`config.mk`:
```
export PLATFORM = sky130hd
export DESIGN_NAME = stream_substring_replace
export DESIGN_NICKNAME = d
export VERILOG_FILES = /design/src/hdl/ssr_pkg.sv /design/src/hdl/stream_substring_replace.sv /design/src/hdl/ssr_cell.sv /design/src/hdl/ssr_emit.sv
export SDC_FILE = /design/constraint.sdc
export NUM_CORES = 1
export LEC_CHECK = 0
export BUFFER_PORTS_ARGS = -buffer_cell sky130_fd_sc_hd__buf_2
export CAP_MARGIN = 15
export CORE_MARGIN = 5
export CORE_UTILIZATION = 50
export CTS_CLUSTER_DIAMETER = 200
export DETAILED_ROUTE_END_ITERATION = 8
export PLACE_DENSITY = 0.69
export RECOVER_POWER = 25
export SYNTH_ARGS = -nofsm -noshare
export SYNTH_HDL_FRONTEND = slang
export SYNTH_HIERARCHICAL = 1
export SYNTH_SLANG_ARGS = --single-unit
```
`constraint.sdc`:
```
create_clock -name clk -period 8 [get_ports clk]
set_input_delay 0.8 -clock clk [delete_from_list [all_inputs] [get_ports clk]]
set_output_delay 0.8 -clock clk [all_outputs]
set_load 0.005 [all_outputs]
```
`src/hdl/ssr_pkg.sv`:
```
// ----------------------------------------------------------------------------
// ssr_pkg
// Shared types and constants for the streaming substring replace block.
// ----------------------------------------------------------------------------
package ssr_pkg;

	localparam int MAX_PATTERN_DEF     = 8;
	localparam int MAX_REPLACEMENT_DEF = 8;
	localparam int CFG_IDX_W           = 4;

	typedef enum logic [CFG_IDX_W-1:0] {
		REG_PATTERN_LEN       = 4'd0,
		REG_PATTERN_BYTES     = 4'd1,
		REG_REPLACEMENT_LEN   = 4'd2,
		REG_REPLACEMENT_BYTES = 4'd3
	} cfg_reg_t;

	// per-cell control from the window sequencer
	typedef struct packed {
		logic load;   // incoming byte lands in this cell
		logic shift;  // window moves by one toward the oldest cell
	} cell_ctl_t;

	// handoff of one result burst to the output serializer
	typedef struct packed {
		logic load;
		logic last;
	} burst_ctl_t;

endpackage

```
`src/hdl/stream_substring_replace.sv`:
```
// ----------------------------------------------------------------------------
// stream_substring_replace
// Streaming find-and-replace of a configured pattern in a byte stream.
// ----------------------------------------------------------------------------
// Bytes enter a two-entry input queue and then a row of window cells, one
// per pattern byte, that compare against the pattern in parallel. Results are
// registered in the output serializer before they reach the output. Throughput
// is one byte per cycle as long as each input produces at most one output
// byte and the output is not stalled; a match with a k-byte replacement, or
// a flush of k window bytes at end of stream, occupies the single output
// serializer until all k bytes are sent, and the input stalls once the queue
// is full. A final input that produces no byte yields one marker-only result.
module stream_substring_replace #(
	parameter int MAX_PATTERN     = ssr_pkg::MAX_PATTERN_DEF,
	parameter int MAX_REPLACEMENT = ssr_pkg::MAX_REPLACEMENT_DEF
) (
	input  logic                          clk,
	input  logic                          arst_n,
	input  logic                          cfg_valid,
	output logic                          cfg_ready,
	input  logic [ssr_pkg::CFG_IDX_W-1:0] cfg_index,
	input  logic [63:0]                   cfg_data,
	input  logic                          in_valid,
	output logic                          in_stall,
	input  logic [7:0]                    in_byte,
	input  logic                          in_last,
	output logic                          out_valid,
	input  logic                          out_stall,
	output logic [7:0]                    out_byte,
	output logic                          out_has_byte,
	output logic                          out_last
);
	import ssr_pkg::*;

	localparam int BURST = (MAX_PATTERN > MAX_REPLACEMENT) ? MAX_PATTERN : MAX_REPLACEMENT;
	localparam int CNT_W = $clog2(MAX_PATTERN+1);
	localparam int RL_W  = $clog2(MAX_REPLACEMENT+1);
	localparam int N_W   = $clog2(BURST+1);

	// configuration
	logic [3:0]  pattern_len_q;
	logic [63:0] pattern_bytes_q;
	logic [3:0]  replacement_len_q;
	logic [63:0] replacement_bytes_q;

	assign cfg_ready = 1'b1;

	always_ff @(posedge clk or negedge arst_n) begin
		if (!arst_n) begin
			pattern_len_q       <= '0;
			pattern_bytes_q     <= '0;
			replacement_len_q   <= '0;
			replacement_bytes_q <= '0;
		end else if (cfg_valid) begin
			unique case (cfg_index)
				REG_PATTERN_LEN:       pattern_len_q       <= cfg_data[3:0];
				REG_PATTERN_BYTES:     pattern_bytes_q     <= cfg_data;
				REG_REPLACEMENT_LEN:   replacement_len_q   <= cfg_data[3:0];
				REG_REPLACEMENT_BYTES: replacement_bytes_q <= cfg_data;
				default: ;
			endcase
		end
	end

	logic [CNT_W-1:0] plen;
	logic [RL_W-1:0]  rlen;

	assign plen = (pattern_len_q > 4'(MAX_PATTERN)) ? CNT_W'(MAX_PATTERN)
	                                                 : CNT_W'(pattern_len_q);
	assign rlen = (replacement_len_q > 4'(MAX_REPLACEMENT)) ? RL_W'(MAX_REPLACEMENT)
	                                                         : RL_W'(replacement_len_q);

	// two-entry input queue
	logic [7:0] q_byte_q [2];
	logic       q_last_q [2];
	logic       wr_ptr_q;
	logic       rd_ptr_q;
	logic [1:0] q_cnt_q;
	logic       push;
	logic       pop;

	assign in_stall = (q_cnt_q == 2'd2);
	assign push     = in_valid && !in_stall;

	always_ff @(posedge clk or negedge arst_n) begin
		if (!arst_n) begin
			wr_ptr_q <= 1'b0;
			rd_ptr_q <= 1'b0;
			q_cnt_q  <= '0;
		end else begin
			if (push) begin
				wr_ptr_q <= !wr_ptr_q;
			end
			if (pop) begin
				rd_ptr_q <= !rd_ptr_q;
			end
			q_cnt_q <= q_cnt_q + {1'b0, push} - {1'b0, pop};
		end
	end

	always_ff @(posedge clk) begin
		if (push) begin
			q_byte_q[wr_ptr_q] <= in_byte;
			q_last_q[wr_ptr_q] <= in_last;
		end
	end

	logic [7:0] cur_byte;
	logic       cur_last;
	logic       emit_ready;

	assign cur_byte = q_byte_q[rd_ptr_q];
	assign cur_last = q_last_q[rd_ptr_q];
	assign pop      = (q_cnt_q != 2'd0) && emit_ready;

	// window cells
	logic [CNT_W-1:0]           cnt_q;
	logic [CNT_W-1:0]           cnt_a;
	logic [MAX_PATTERN-1:0][7:0] a_bytes;
	logic [MAX_PATTERN-1:0]     eq;
	logic                       over;
	logic                       at_len;
	logic                       hit;
	logic                       drop;

	assign cnt_a  = cnt_q + CNT_W'(1);
	assign over   = cnt_a > plen;
	assign at_len = cnt_a == plen;
	assign hit    = at_len && (&eq);
	assign drop   = over || (at_len && !hit);

	for (genvar i = 0; i < MAX_PATTERN; i++) begin : g_cell
		cell_ctl_t  ctl;
		logic [7:0] nbr;

		assign ctl.load  = (cnt_q == CNT_W'(i));
		assign ctl.shift = drop;

		if (i == MAX_PATTERN - 1) begin : g_end
			assign nbr = 8'h00;
		end else begin : g_mid
			assign nbr = a_bytes[i+1];
		end

		ssr_cell u_cell (
			.clk      (clk),
			.take     (pop),
			.ctl      (ctl),
			.care     (CNT_W'(i) < plen),
			.pat_byte (pattern_bytes_q[8*i +: 8]),
			.in_byte  (cur_byte),
			.nbr_byte (nbr),
			.a_byte   (a_bytes[i]),
			.eq       (eq[i])
		);
	end

	always_ff @(posedge clk or negedge arst_n) begin
		if (!arst_n) begin
			cnt_q <= '0;
		end else if (pop) begin
			priority if (hit || cur_last) begin
				cnt_q <= '0;
			end else if (drop) begin
				cnt_q <= cnt_a - CNT_W'(1);
			end else begin
				cnt_q <= cnt_a;
			end
		end
	end

	// result burst: replacement on a match, otherwise the whole window at end of
	// stream, the oldest byte when the window drops it, or no byte at all
	logic [BURST-1:0][7:0] burst_bytes;
	logic [N_W-1:0]        burst_n;
	burst_ctl_t            bctl;

	always_comb begin
		for (int j = 0; j < BURST; j++) begin
			burst_bytes[j] = 8'h00;
			if (hit) begin
				if (j < MAX_REPLACEMENT) begin
					burst_bytes[j] = replacement_bytes_q[8*j +: 8];
				end
			end else if (j < MAX_PATTERN) begin
				burst_bytes[j] = a_bytes[j];
			end
		end
	end

	always_comb begin
		priority if (hit) begin
			burst_n = N_W'(rlen);
		end else if (cur_last) begin
			burst_n = N_W'(cnt_a);
		end else if (drop) begin
			burst_n = N_W'(1);
		end else begin
			burst_n = '0;
		end
	end

	assign bctl.load = pop && ((burst_n != '0) || cur_last);
	assign bctl.last = cur_last;

	ssr_emit #(
		.BURST (BURST)
	) u_emit (
		.clk          (clk),
		.arst_n       (arst_n),
		.ctl          (bctl),
		.burst_bytes  (burst_bytes),
		.burst_n      (burst_n),
		.ready        (emit_ready),
		.out_valid    (out_valid),
		.out_stall    (out_stall),
		.out_byte     (out_byte),
		.out_has_byte (out_has_byte),
		.out_last     (out_last)
	);

endmodule

```
`src/hdl/ssr_cell.sv`:
```
// ----------------------------------------------------------------------------
// ssr_cell
// One window byte: appends, shifts from its neighbor and compares against
// its pattern byte.
// ----------------------------------------------------------------------------
module ssr_cell (
	input  logic              clk,
	input  logic              take,
	input  ssr_pkg::cell_ctl_t ctl,
	input  logic              care,
	input  logic [7:0]        pat_byte,
	input  logic [7:0]        in_byte,
	input  logic [7:0]        nbr_byte,
	output logic [7:0]        a_byte,
	output logic              eq
);
	import ssr_pkg::*;

	logic [7:0] w_q;

	// contents after the append
	assign a_byte = ctl.load ? in_byte : w_q;
	assign eq     = !care || (a_byte == pat_byte);

	always_ff @(posedge clk) begin
		if (take) begin
			w_q <= ctl.shift ? nbr_byte : a_byte;
		end
	end

endmodule

```
`src/hdl/ssr_emit.sv`:
```
// ----------------------------------------------------------------------------
// ssr_emit
// Output serializer: holds one result burst and sends it a byte per transfer.
// ----------------------------------------------------------------------------
module ssr_emit #(
	parameter int BURST = ssr_pkg::MAX_PATTERN_DEF
) (
	input  logic                          clk,
	input  logic                          arst_n,
	input  ssr_pkg::burst_ctl_t           ctl,
	input  logic [BURST-1:0][7:0]         burst_bytes,
	input  logic [$clog2(BURST+1)-1:0]    burst_n,
	output logic                          ready,
	output logic                          out_valid,
	input  logic                          out_stall,
	output logic [7:0]                    out_byte,
	output logic                          out_has_byte,
	output logic                          out_last
);
	import ssr_pkg::*;

	localparam int N_W   = $clog2(BURST+1);
	localparam int IDX_W = (BURST > 1) ? $clog2(BURST) : 1;

	logic [7:0]       buf_q [BURST];
	logic             busy_q;
	logic [IDX_W-1:0] idx_q;
	logic [N_W-1:0]   n_q;
	logic             last_q;
	logic             mark_q;
	logic             fin;
	logic             xfer;

	// marker-only result when the burst is empty
	assign fin   = mark_q || (N_W'(idx_q) == (n_q - N_W'(1)));
	assign xfer  = busy_q && !out_stall;
	assign ready = !busy_q || (xfer && fin);

	assign out_valid    = busy_q;
	assign out_byte     = mark_q ? 8'h00 : buf_q[idx_q];
	assign out_has_byte = !mark_q;
	assign out_last     = last_q && fin;

	always_ff @(posedge clk or negedge arst_n) begin
		if (!arst_n) begin
			busy_q <= 1'b0;
			idx_q  <= '0;
			n_q    <= '0;
			last_q <= 1'b0;
			mark_q <= 1'b0;
		end else if (ctl.load) begin
			busy_q <= 1'b1;
			idx_q  <= '0;
			n_q    <= burst_n;
			last_q <= ctl.last;
			mark_q <= (burst_n == '0);
		end else if (xfer) begin
			if (fin) begin
				busy_q <= 1'b0;
			end else begin
				idx_q <= idx_q + IDX_W'(1);
			end
		end
	end

	always_ff @(posedge clk) begin
		if (ctl.load) begin
			for (int j = 0; j < BURST; j++) begin
				buf_q[j] <= burst_bytes[j];
			end
		end
	end

endmodule
```
==> metrics.cfg, run 1 <==
[floorplan]
start_util = 0.5044
top_level_ports = 95
die_height_um = 182.7
core_area_um2 = 29560
fp.dieW_um = 182.7
rows = 63
die-area_um2 = 33370

[clock_network]
clockBufferDepth = 3
clkTransAtPathRegs_ps = 60
numCtsBuffers = 34
htree_levels = 2
cts_resized = 0
hold_buffers = 0
cts_root_buf = clkbuf_16
clock_sinks = 300
cts_setup_buffers = 0
clock_latency_ps = 510
cts_tree = done

[finish]
n_antenna_cell = 0
final_cell_area_um2 = 16810
nNetsFinal = 1146
mostFrequentLayoutCells = 234 x mux2_2, 154 x dfrtp_1, 146 x edfxtp_1
area_growth_pct = 12.76
drive_above_1_share = 0.4554
finalCoreUtilization = 0.5687
layout_commonest_cell = mux2_2

[setup_path]
slowest_stage = buf_4
worstSetupStartpointType = flop
crit_chain = ha_1 > and2_1 > mux2_4 > xnor2_1 > nand4_1 > o21ai_1 > nand4_1 > nor3_4 > buf_4 > mux2_2
critPathRequiredTime_ps = 8250
cp-end-kind = flop
critPathArrivalTime_ps = 5170
critical-path-top-delay-family = simple AND/OR/NAND/NOR gates
critical_path_class = flop to flop
path_common_cell = nand4_1
cp_max_fo = 61
critical_path.max_stage_delay_ps = 780
crit_buf_inv = 1

[drt]
dr.first_iter.drc_count = 653
dr.pass1.iters = 4
vias = 8184
wire_per_inst_um = 23.41
postRouteAntennaNets = 0
drc_errors = 0
viasPerCell = 5.583
finalWirelength_mm = 34.32

[sta]
slew_headroom = -1.687
min_period_over_period = 0.6150
drv_slew = 77
tightest_slew_ps = 4030
fin_tns_setup_ps = 0
grt_setup_unrepaired = false
fin_skew_ps = 20.48
fin_crit_ps = 4920
report.final.hold_viol_count = 0
clock.fmax_ghz = 0.2033
setup_viol = 0

[yosys]
ys_seq_area_frac = 0.5525
async_flop_share = 0.5133
synthTopCellsByArea = edfxtp_1 29%, dfrtp_1 26%, mux2_2 18%
yosysWarnings = 6
synth_edf_count = 146
synth.cell_area_um2 = 14910
yosys.area.top_type = edfxtp_1
postSynthCellCount = 952
ys_types = 52
ys.flop_type = dfrtp_1
ys_ff_latch = 300
syn_area_per_cell_um2 = 15.66
synth_top_area_frac = 0.2941

[power]
cellLeakagePower_uw = 0.006635
vdd_drop_max_mv = 0.2152
power_density_nw_per_um2 = 452.5

[global_route]
grt_pass1_wl_mm = 53.16
grt_start_max_net_pins = 80
grt_overflow_total = 0
grt_util_all_layers = 0.2073
first_global_vias = 8602
antenna_found_initial = 0

[outcome]
run_status = finished with violations
violations = capacitance limit, slew limit

[flow_run]
maxCapViolCount = 1

[place]
gp_routability_congestion = 0.8259
hpwl_mm = 22.95
placed_cell_area_um2 = 15660
portBuffers = 93

[worst_hold_path]
hp-class = flop to flop

## metal layers
| layer | vias to the layer above | GRT usage | part of all wire |
|---|---|---|---|
| li1 | 3725 | - | - |
| met1 | 4232 | 0.3023 | 0.47 |
| met2 | 179 | 0.3292 | 0.47 |
| met3 | 48 | 0.03309 | 0.042 |
| met4 | 0 | 0.04803 | 0.021 |
| met5 | - | 0 | 0 |
## power by group
part	internal (uW)	switching, uW
clock network	967	617
logic	1580	1580
registers	2520	333
total	5080	2530
## Yosys cell counts, types with 14 or more instances
| master | n |
|---|---|
| mux2_2 | 234 |
| dfrtp_1 | 154 |
| edfxtp_1 | 146 |
| xnor2_1 | 65 |
| mux2_4 | 64 |
| mux2_1 | 42 |
| nand4_1 | 19 |
| nor2_1 | 18 |
| nand2_1 | 17 |
| mux4_2 | 16 |
| buf_6 | 15 |
| clkbuf_1 | 14 |
## path summary, 6_finish.rpt
| kind | from | endpoint | slack (ps) | cells past startpoint |
|---|---|---|---|---|
| max in group asynchronous | arst_n | replacement_bytes_q[58]$_DFFE_PN0P_ | 3810 | 3 |
| setup reg to reg | cnt_q[0]$_DFFE_PN0P_ | u_emit/buf_q[5][6]$_DFFE_PP_ | 3080 | 10 |
| hold reg to reg | wr_ptr_q$_DFFE_PN0P_ | wr_ptr_q$_DFFE_PN0P_ | 490 | 1 |
| min in group asynchronous | arst_n | replacement_bytes_q[5]$_DFFE_PN0P_ | 1680 | 1 |
| hold / removal | wr_ptr_q$_DFFE_PN0P_ | wr_ptr_q$_DFFE_PN0P_ | 490 | 1 |
| setup / recovery | cnt_q[0]$_DFFE_PN0P_ | u_emit/buf_q[5][6]$_DFFE_PP_ | 3080 | 10 |
## registers in the layout, indices dropped and copies added, names as in the netlist
register / flops
q_byte_q: 16
pattern_bytes_q: 64
u_emit/mark_q: 1
cnt_q: 4
u_emit/out_valid: 1
rd_ptr_q: 1
replacement_bytes_q: 64
u_emit/last_q: 1
q_cnt_q: 2
u_emit/n_q: 4
wr_ptr_q: 1
g_cell.u_cell/w_q: 64
q_last_q: 2
replacement_len_q: 4
pattern_len_q: 4
u_emit/idx_q: 3
u_emit/buf_q: 64
## final cells by class
class,instances,area [um2]
Clock buffer,53,1046
Clock inverter,8,100.1
Fill cell,2400,12750
Inverter,13,48.80
Multi-Input combinational cell,599,6341
Sequential cell,300,8238
Tap cell,390,488.0
Timing Repair Buffer,103,549.3
## cells by family after synthesis
logic type / synth area share
mux: 0.3046
flops: 0.5525
simple gates: 0.03869
xor+xnor: 0.04968
buf+inv: 0.02551
compound gates: 0.01754
fa+ha+maj: 0.01091
other cells: 0.0005037
## metrics by stage
stage          power (uW)  instances  hold slack (ps)  worst slack [ps]
4_1_cts              7649       1465            324.4              3121
6_report             7607       1466            491.4              3080
5_1_grt              7978       1466            478.8              2879
2_1_floorplan        5184        959            460.8              1943
3_3_place_gp         5964       1404            474.1              3182
3_5_place_dp         6030       1404            482.5              3116
(Power assumes the default switching activity.)
==> run 2: changes to the inputs <==
ABC_AREA = 1   (was unset)
clock period = 4.9 ns   (was 8 ns; I/O delays follow)
==> run 2 against run 1 <==
The run still ends with capacitance limit, slew limit left. Via count up 52%. Wire length up 21%. Sequential cell count unchanged. Synthesized area up 4.5%. Register-to-register slack worse by 2400 ps.
==> metrics.cfg, run 2 <==
[clock_network]
htree_levels = 1
cts_tree = done
numCtsBuffers = 31
clkTransAtPathRegs_ps = 70
clock_sinks = 300
cts_root_buf = clkbuf_16
clock_latency_ps = 560
cts_resized = 0
clockBufferDepth = 3
cts_setup_buffers = 0

[sta]
drv_slew = 168
fin_crit_ps = 4259
fin_tns_setup_ps = 0
fin_skew_ps = 12.26
min_period_over_period = 0.8692
report.final.hold_viol_count = 0
clock.fmax_ghz = 0.2348
slew_headroom = -1.179
fin_ws_ps = 641.0
setup_viol = 0
grt_setup_unrepaired = false
tightest_slew_ps = 3268

[setup_path]
cp-end-kind = flop
slowest_stage = inv_1
worstSetupStartpointType = flop
critPathRequiredTime_ps = 5290
crit_start = cnt_q[0]$_DFFE_PN0P_
r2r_start = cnt_q[0]$_DFFE_PN0P_
path_common_cell = nand2_1
crit_buf_inv = 5
critical_path.max_stage_delay_ps = 540
critical_path_class = flop to flop
critical-path-top-delay-family = simple AND/OR/NAND/NOR gates
crit_chain = inv_1 > ha_1 > inv_1 > nor2_1 > buf_4 > nand2_1 > nand2_1 > nand2_1 > nand2_1 > nand2_1 > nor2_1 > nand2_1 > nand2_1 > nand2_1 > nor2_2 > nand3_4 > nand2_1 > inv_1 > inv_1 > nor2_1 > a31oi_1
critPathArrivalTime_ps = 4650
cp_max_fo = 17

[worst_hold_path]
hp-class = input port to flop
worstHoldStart = in_byte[5]

[finish]
n_antenna_cell = 0
register_area_um2 = 8238
area_growth_pct = 12.28
final_cell_area_um2 = 17490
layout_commonest_cell = nand2_1
num-fill-cells = 2781
nNetsFinal = 1978
drive_above_1_share = 0.1594
mostFrequentLayoutCells = 565 x nand2_1, 183 x o21ai_0, 168 x nor2_1
multi_input_comb_area_um2 = 6272
fin_cells = 2303

[yosys]
synth.top_cells.by_count = 565 x nand2_1, 183 x o21ai_0, 168 x nor2_1
ys_types = 36
synth.most_common_cell = nand2_1
yosysWarnings = 6
yosys.area.top_type = edfxtp_1
ys.flop_type = dfrtp_1
synth_top_area_frac = 0.2815
async_flop_share = 0.5133
syn_area_per_cell_um2 = 8.705
synth.cell_area_um2 = 15570
synthTopCellsByArea = edfxtp_1 28%, dfrtp_1 25%, nand2_1 14%
postSynthCellCount = 1789
ys_ff_latch = 300
ys_seq_area_frac = 0.5290
synth_edf_count = 146

[power]
power_density_nw_per_um2 = 759.4
vdd_drop_max_mv = 0.3924
cellLeakagePower_uw = 0.008193

[drt]
vias = 12424
wire_per_inst_um = 17.97
viasPerCell = 5.395
finalWirelength_mm = 41.38
postRouteAntennaNets = 0
dr.pass1.iters = 6
drc_errors = 0
dr.first_iter.drc_count = 1140

[place]
gp_routability_congestion = 0.9488
portBuffers = 93
dp_cells = 2244
placed_cell_area_um2 = 16430
place_ws_ps = 350.4
hpwl_mm = 29.09

[floorplan]
start_util = 0.5078
die-area_um2 = 34780
die_height_um = 186.5
rows = 64
top_level_ports = 95
core_area_um2 = 30670
fp.dieW_um = 186.5

[global_route]
grt_start_max_net_pins = 75
antenna_found_initial = 0
grt_overflow_total = 0
first_global_vias = 12066
grt_pass1_wl_mm = 65.54
grt_util_all_layers = 0.2325

[flow_run]
maxCapViolCount = 3

[outcome]
violations = capacitance limit, slew limit
run_status = finished with violations

run 2: logic make-up (layout without fill, tap and decap cells):
kind of cell | Yosys count | after routing | share of synthesized area
multiplexers | 64 | 64 | 0.04628
flip-flops | 300 | 300 | 0.5290
other | 2 | 9 | 0.0004822
buffers and inverters | 242 | 353 | 0.07118
AND/OR/NAND/NOR | 887 | 887 | 0.2438
adder cells (fa/ha/maj) | 13 | 13 | 0.01044
XOR/XNOR | 7 | 7 | 0.004419
AO/OA/AOI/OAI | 274 | 274 | 0.09440
run 2: worst paths after layout:
| path | depth (start not counted) | endpoint | slack, ps |
|---|---|---|---|
| setup / recovery | 21 | g_cell[5].u_cell/w_q[1]$_DFFE_PP_ | 640 |
| hold / removal | 1 | q_byte_q[1][5]$_DFFE_PP_ | 120 |
| setup reg to reg | 21 | g_cell[5].u_cell/w_q[1]$_DFFE_PP_ | 640 |
| hold reg to reg | 2 | replacement_bytes_q[27]$_DFFE_PN0P_ | 490 |
| max in group asynchronous | 3 | pattern_bytes_q[20]$_DFFE_PN0P_ | 1250 |
| min in group asynchronous | 2 | pattern_bytes_q[56]$_DFFE_PN0P_ | 1570 |
run 2: power breakdown:
group          total, uW  internal, uW  leakage [uW]  switching [uW]
sequential          4660          4180       0.00332             479
clock               2440          1470      0.000529             971
combinational       6170          2010       0.00434            4170
run 2: metrics by stage:
stage / util / total power, uW / hold slack (ps)
finish: 0.5702 / 13280 / 123.9
global route: 0.5702 / 14200 / 102.5
CTS: 0.5707 / 13280 / 99.03
detailed placement: 0.5358 / 10790 / 473.9
floorplan: - / 8932 / 194.4
global placement: 0.5358 / 10650 / 462.0
run 2: final cells by class:
| type | count | area share |
|---|---|---|
| Clock buffer | 44 | 0.05116 |
| Clock inverter | 13 | 0.009588 |
| Inverter | 175 | 0.04128 |
| Multi-Input combinational cell | 1254 | 0.3587 |
| Sequential cell | 300 | 0.4711 |
| Tap cell | 396 | 0.02833 |
| Timing Repair Buffer | 121 | 0.03985 |
run 2: timing repair:
action | in CTS | in global routing
endpoints found under the hold margin | 53 | 0
setup endpoints to repair | 0 | 0
hold buffers | 1 | 0
run 2: per-layer routing:
metal  vias to the layer above  wire length [um]  track usage
li1                       6056                 -            -
met1                      5892             18000       0.3256
met2                       390             19390       0.3825
met3                        86              2702      0.03513
met4                         0              1282      0.06222
met5                         -                 0            0
run 2: worst register-to-register path: stages, from the launching register on:
cell     delay, ps
dfrtp_1        490
inv_1          200
ha_1           170
inv_1           50
nor2_1         160
buf_4          250
nand2_1        130
nand2_1        140
nand2_1         60
nand2_1         50
nand2_1         50
nor2_1         150
nand2_1        130
nand2_1        100
nand2_1         70
nor2_2         190
nand3_4        240
nand2_1        220
inv_1          290
inv_1          540
nor2_1         180
a31oi_1        210
